--- src/sv/median_filter_5x5_defines.svh ---
// Assertion macros for the median_filter_5x5 block.
// No dependencies; included by files that carry assertions.
`ifndef MEDIAN_FILTER_5X5_DEFINES_SVH
`define MEDIAN_FILTER_5X5_DEFINES_SVH

// cond must never hold outside reset
`define MF5_NEVER(label, clk, rst, cond) \
   label: assert property (@(posedge clk) disable iff (rst) !(cond)) \
      else $error("forbidden condition seen");

// when ante holds, cons must hold in the same cycle
`define MF5_IMPLY(label, clk, rst, ante, cons) \
   label: assert property (@(posedge clk) disable iff (rst) (ante) |-> (cons)) \
      else $error("implication failed");

`endif

--- src/sv/mf5_pkg.sv ---
// Shared types and constants of the 5x5 median filter.
// No dependencies.
package mf5_pkg;
   localparam int PIX_W      = 8;
   localparam int CSR_W      = 11;
   localparam int SIZE_W     = CSR_W + 1;    // counters run past the height in the flush
   localparam int WIN        = 5;
   localparam int HALF       = WIN / 2;
   localparam int NUM_LINES  = WIN - 1;
   localparam int WIN_AREA   = WIN * WIN;
   localparam int MED_POS    = WIN_AREA / 2;
   localparam int CENTER     = HALF * WIN + HALF;
   localparam int MIN_SIZE   = 5;
   localparam int RESET_SIZE = 512;
   localparam int DEF_MAX_WIDTH  = 1024;
   localparam int DEF_MAX_HEIGHT = 1024;
   localparam int FIFO_DEPTH = 8;

   localparam logic REG_IMAGE_WIDTH  = 1'b0;
   localparam logic REG_IMAGE_HEIGHT = 1'b1;

   typedef logic [WIN_AREA-1:0][PIX_W-1:0] win_type;

   typedef struct packed {
      logic valid;
      logic border;
      logic last;
   } ctl_type;
endpackage

--- src/sv/mf5_back.sv ---
// Back end: rank-based median of the 25-pixel window in three stages,
// or the center pixel at the border. Depends on mf5_pkg.
module mf5_back import mf5_pkg::*; (
   input  logic             clock,
   input  logic             reset,
   input  ctl_type          task_i,
   input  win_type          win_i,
   output ctl_type          res_o,
   output logic [PIX_W-1:0] pixel_o
);
   localparam int CNT_W = $clog2(WIN_AREA + 1);

   logic [WIN_AREA-1:0][WIN_AREA-1:0] lt_ff;
   win_type                           win_a_ff, win_b_ff;
   ctl_type                           ctl_a_ff, ctl_b_ff, res_ff;
   logic [WIN_AREA-1:0][CNT_W-1:0]    rank;
   logic [WIN_AREA-1:0]               sel_ff;
   logic [PIX_W-1:0]                  pick, pixel_ff;

   // ties are broken by position, so exactly one pixel has the median rank
   always_comb begin
      for (int i = 0; i < WIN_AREA; i++) begin
         rank[i] = '0;
         for (int j = 0; j < WIN_AREA; j++) begin
            rank[i] = rank[i] + CNT_W'(lt_ff[i][j]);
         end
      end
   end

   always_comb begin
      pick = '0;
      for (int i = 0; i < WIN_AREA; i++) begin
         if (sel_ff[i]) begin
            pick = pick | win_b_ff[i];
         end
      end
   end

   always_ff @(posedge clock) begin
      if (reset) begin
         ctl_a_ff <= '0;
         ctl_b_ff <= '0;
         res_ff   <= '0;
      end else begin
         ctl_a_ff <= task_i;
         ctl_b_ff <= ctl_a_ff;
         res_ff   <= ctl_b_ff;
      end
      for (int i = 0; i < WIN_AREA; i++) begin
         for (int j = 0; j < WIN_AREA; j++) begin
            lt_ff[i][j] <= (j < i) ? (win_i[j] <= win_i[i]) : (win_i[j] < win_i[i]);
         end
         sel_ff[i] <= (rank[i] == CNT_W'(MED_POS));
      end
      win_a_ff <= win_i;
      win_b_ff <= win_a_ff;
      pixel_ff <= ctl_b_ff.border ? win_b_ff[CENTER] : pick;
   end

   assign res_o   = res_ff;
   assign pixel_o = pixel_ff;
endmodule

--- config.mk ---
export PLATFORM = sky130hd
export DESIGN_NAME = mf5_back
export DESIGN_NICKNAME = d
export VERILOG_FILES = /design/src/sv/median_filter_5x5_defines.svh /design/src/sv/mf5_pkg.sv /design/src/sv/mf5_back.sv
export SDC_FILE = /design/constraint.sdc
export NUM_CORES = 2
export LEC_CHECK = 0
export ABC_CLOCK_PERIOD_IN_PS = 9790
export BUFFER_PORTS_ARGS = -buffer_cell sky130_fd_sc_hd__buf_2
export CAP_MARGIN = 20
export CELL_PAD_IN_SITES_DETAIL_PLACEMENT = 1
export CELL_PAD_IN_SITES_GLOBAL_PLACEMENT = 1
export CORE_AREA = 2 2 479 481
export CTS_CLUSTER_DIAMETER = 40
export DETAILED_ROUTE_END_ITERATION = 6
export DIE_AREA = 0 0 481 483
export PLACE_DENSITY = 0.65
export SLEW_MARGIN = 0
export SYNTH_ARGS = -nofsm -noshare
export SYNTH_HDL_FRONTEND = slang
export SYNTH_SLANG_ARGS = --single-unit
--- constraint.sdc ---
create_clock -name clock -period 9.79 [get_ports clock]
set_input_delay 0.4895 -clock clock [delete_from_list [all_inputs] [get_ports clock]]
set_output_delay 0.4895 -clock clock [all_outputs]
set_load 0.01 [all_outputs]
==> out/qor.csv <==
metric;value;unit
Worst setup EP type;register;
Startpoint Class;register;
number of vias per cell;6.43;
Synth warnings;0;
Max-slew headroom;0.0928;
Clk pwr share;0.273;
Post-synth EDFFs;0;
synthesized flop and latch total;1042;
DRT iter0 DRCs;8434;
Post-CTS Setup Inserts;0;
worst slack at placement;5.42;ns
I/O Buffers;215;
R2R setup slack;5.38;ns
Cells after Synth;8943;
Max Cap Viol;0;
Placed Cells;12400;
launch point of the worst reg-to-reg path;lt_ff[275]$_DFF_P_;
Sw Pwr;0.0122;W
setup TNS;0;ns
number of global-route vias before repair;86200;
Buf/Inv on CP;2;
Area growth syn-to-layout;16.4;%
Largest delay share family, worst path;adder cells;
H-tree depth;4;
WP depth;12;
routed length per instance;36.9;µm
Remaining DRCs;0;
first-pass GRT wire length;649000;µm
initial core utilization;0.399;
Worst Path Arrival;5.25;ns
share of layout cells above drive strength 1;0.105;
Post-Syn Nets;12100;
Die ar.;232000;µm²
Clk Latency, worst-skew pair;0.91;ns
CP startpoint;lt_ff[275]$_DFF_P_;
final setup fails;0;
Register-to-Register Path Depth;12;
HP Class;in -> reg;
sequential share of power;0.185;
Internal;0.0156;W
Power Dens Cells;263;nW/µm²
fin. max-slew vios;0;
Crit Path Category;reg -> reg;
drt pass-1 iters;6;
CTS root buf;clkbuf_16;
skew final;0.0908;ns
Vias;82900;
global route overflow;0;
Layout Nets;12900;
CP max FO;2;
slew of the pin with the lowest slew margin;1.35;ns
antenna violations before repair;105;
max incr delay on CP;0.78;ns
Logic pwr share;0.542;
sw frac;0.439;
Max Clock Freq;0.227;GHz
Final Hold Fails;0;
Tot Pwr;0.0277;W
Clock transition at path regs;0.06;ns
post-route ant nets;0;
I/O pin cnt;216;
core area;227000;µm²
fillers;25100;
Layout Cells excl Fill;12900;
Die Y;483;µm
Setup WS post-layout;5.38;ns
status;finished clean;
die extent in x;481;µm
critical path's slowest cell;fa_1;
Crit path top cell by count;fa_1;
Mapped Avg Cell Area;10.1;µm²
Routed WL;476000;µm
GRT Resource Usage Total;0.399;
Max rail drop VDD;210;µV
CTS tree;yes;
RD Place Congestion;0.994;
worst path cell trace;fa_1, fa_1, fa_1, fa_1, inv_1, fa_1, fa_1, inv_1, fa_1, nor2_1, nand3_1, nor3_1;
crit path time final;4.41;ns
synth unique cells;40;
Synth async-reset ratio;0;
largest net degree at the start of global routing;26;
crit path to;sel_ff[11]$_DFF_P_;
post-synth design cell area;90600;µm²
CTS Buf Count;208;
post-synthesis sequential area ratio;0.230;
fin util;0.465;
Rows;175;
fin crit share;0.451;
R2R Path End;sel_ff[11]$_DFF_P_;
Final HPWL DP;342000;µm
worst path required time;10.62;ns
LEAKAGE;51.3;nW
Primary FF master, synth;dfxtp_1;
Clock Sinks;1042;
RSZ-0062 raised after global routing;no;
CTS max path bufs;3;
==> worst min-delay path by stage <==
stage | from | end | slack [ns] | cells past startpoint
finish | win_i[10] | win_a_ff[10]$_DFF_P_ | 0.05 | 1
global route | win_i[11] | win_a_ff[11]$_DFF_P_ | 0.02 | 1
detailed placement | win_a_ff[186]$_DFF_P_ | win_b_ff[186]$_DFF_P_ | 0.31 | 0
CTS | win_i[74] | win_a_ff[74]$_DFF_P_ | 0.004 | 2
global placement | win_a_ff[152]$_DFF_P_ | win_b_ff[152]$_DFF_P_ | 0.31 | 0
floorplan | win_a_ff[0]$_DFF_P_ | win_b_ff[0]$_DFF_P_ | 0.31 | 0
==> registers in the layout (all words and copies together), names as in the netlist <==
| register | count |
|---|---|
| lt_ff | 600 |
| win_a_ff | 200 |
| win_b_ff | 200 |
| sel_ff | 25 |
| pixel_o | 8 |
| ctl_a_ff | 3 |
| ctl_b_ff | 3 |
| res_o | 3 |
==> layout make-up <==
type / instances / area (µm²) / share of cell area
diodes: 37 / 92.6 / 0.000878
inverters: 930 / 3490 / 0.0331
flip-flops and latches: 1042 / 20900 / 0.198
clock buffers: 231 / 5430 / 0.0515
clock inverters: 159 / 2040 / 0.0193
multi-input cells: 6945 / 66000 / 0.626
repair buffers: 541 / 3720 / 0.0353
well taps: 3009 / 3760 / 0.0357
==> worst reg2reg max path, cell delays in order, from the launching register on <==
cell	delay, ns
dfxtp_1	0.31
fa_1	0.50
fa_1	0.78
fa_1	0.52
fa_1	0.52
inv_1	0.05
fa_1	0.45
fa_1	0.40
inv_1	0.09
fa_1	0.41
nor2_1	0.11
nand3_1	0.09
nor3_1	0.13
==> what timing repair did <==
action | in CTS | in global routing
hold buffers | 81 | 0
hold endpoints to repair | 85 | 0
gates resized for setup | 0 | 0
==> cells in the final DEF (no fill, tap or decap), types with 22 or more instances in the layout <==
cell type / n
nor3_1: 123
nor2b_1: 408
buf_2: 216
inv_6: 39
a21oi_1: 695
a22oi_1: 54
clkbuf_16: 208
xor2_1: 25
o31ai_1: 169
o21ai_0: 248
clkinvlp_4: 22
clkinv_4: 32
dlygate4sd3_1: 81
nor2_1: 109
fa_1: 425
inv_1: 911
inv_8: 25
or4_1: 85
o211ai_1: 83
a21o_1: 232
nand2_1: 193
diode_2: 37
nand4_1: 547
o21a_1: 383
mux2_2: 171
dfxtp_1: 1042
a21boi_0: 46
and3_1: 46
buf_4: 243
nand3_1: 70
nor3b_1: 23
ha_1: 2557
o31a_1: 171
==> power by group through the flow <==
| stage | combinational [W] | sequential [W] | clock, W |
|---|---|---|---|
| floorplan | 0.0100 | 0.00500 | 0 |
| global placement | 0.0134 | 0.00517 | 0 |
| detailed placement | 0.0145 | 0.00519 | 0 |
| CTS | 0.0148 | 0.00511 | 0.00760 |
| global route | 0.0169 | 0.00515 | 0.00781 |
| finish | 0.0150 | 0.00512 | 0.00758 |
==> through the flow <==
step	area [µm²]	hold slack [ns]
after global placement	97000	0.310
final	105000	0.0498
after global routing	105000	0.0193
after CTS	105000	0.00394
after detailed placement	97100	0.313
after floorplan	90600	0.310
==> per-layer routing <==
layer  part of all wire  routed length [µm]  GRT usage
met4              0.097               46300      0.326
met3              0.098               46700     0.0987
met5            0.00062                 293          0
met1               0.39              185000      0.491
met2               0.41              197000      0.588
==> synthesized netlist by cell type (11+ instances only) <==
library cell / number / area share
dfxtp_1: 1042 / 0.23
a21boi_0: 46 / 0.0038
o31a_1: 171 / 0.017
and3_1: 46 / 0.0032
nand3_1: 70 / 0.0039
nor2b_1: 408 / 0.028
inv_1: 930 / 0.039
ha_1: 2557 / 0.35
mux2_2: 171 / 0.021
o21a_1: 383 / 0.032
o21ai_0: 249 / 0.014
o211ai_1: 83 / 0.0069
a21o_1: 232 / 0.019
or4_1: 85 / 0.0070
a22oi_1: 54 / 0.0045
nand2_1: 193 / 0.0080
o21bai_1: 16 / 0.0013
a22o_1: 21 / 0.0020
nor3b_1: 23 / 0.0019
fa_1: 425 / 0.094
a21oi_1: 695 / 0.038
nand4_1: 547 / 0.038
nor3_1: 123 / 0.0068
nor2_1: 109 / 0.0045
o31ai_1: 171 / 0.014
xor2_1: 25 / 0.0024
a221oi_1: 11 / 0.0011
==> cells by family after synthesis <==
group | count (synthesis) | synth area share
AOI/OAI and AO/OA | 2152 | 0.156
DFF | 1042 | 0.230
muxes | 171 | 0.0213
adders and majority gates | 2982 | 0.447
and+or+nand+nor | 1613 | 0.102
buffers and inverters | 956 | 0.0405
xor gates and xnor gates | 27 | 0.00261
Power figures use the tool's default switching activity.
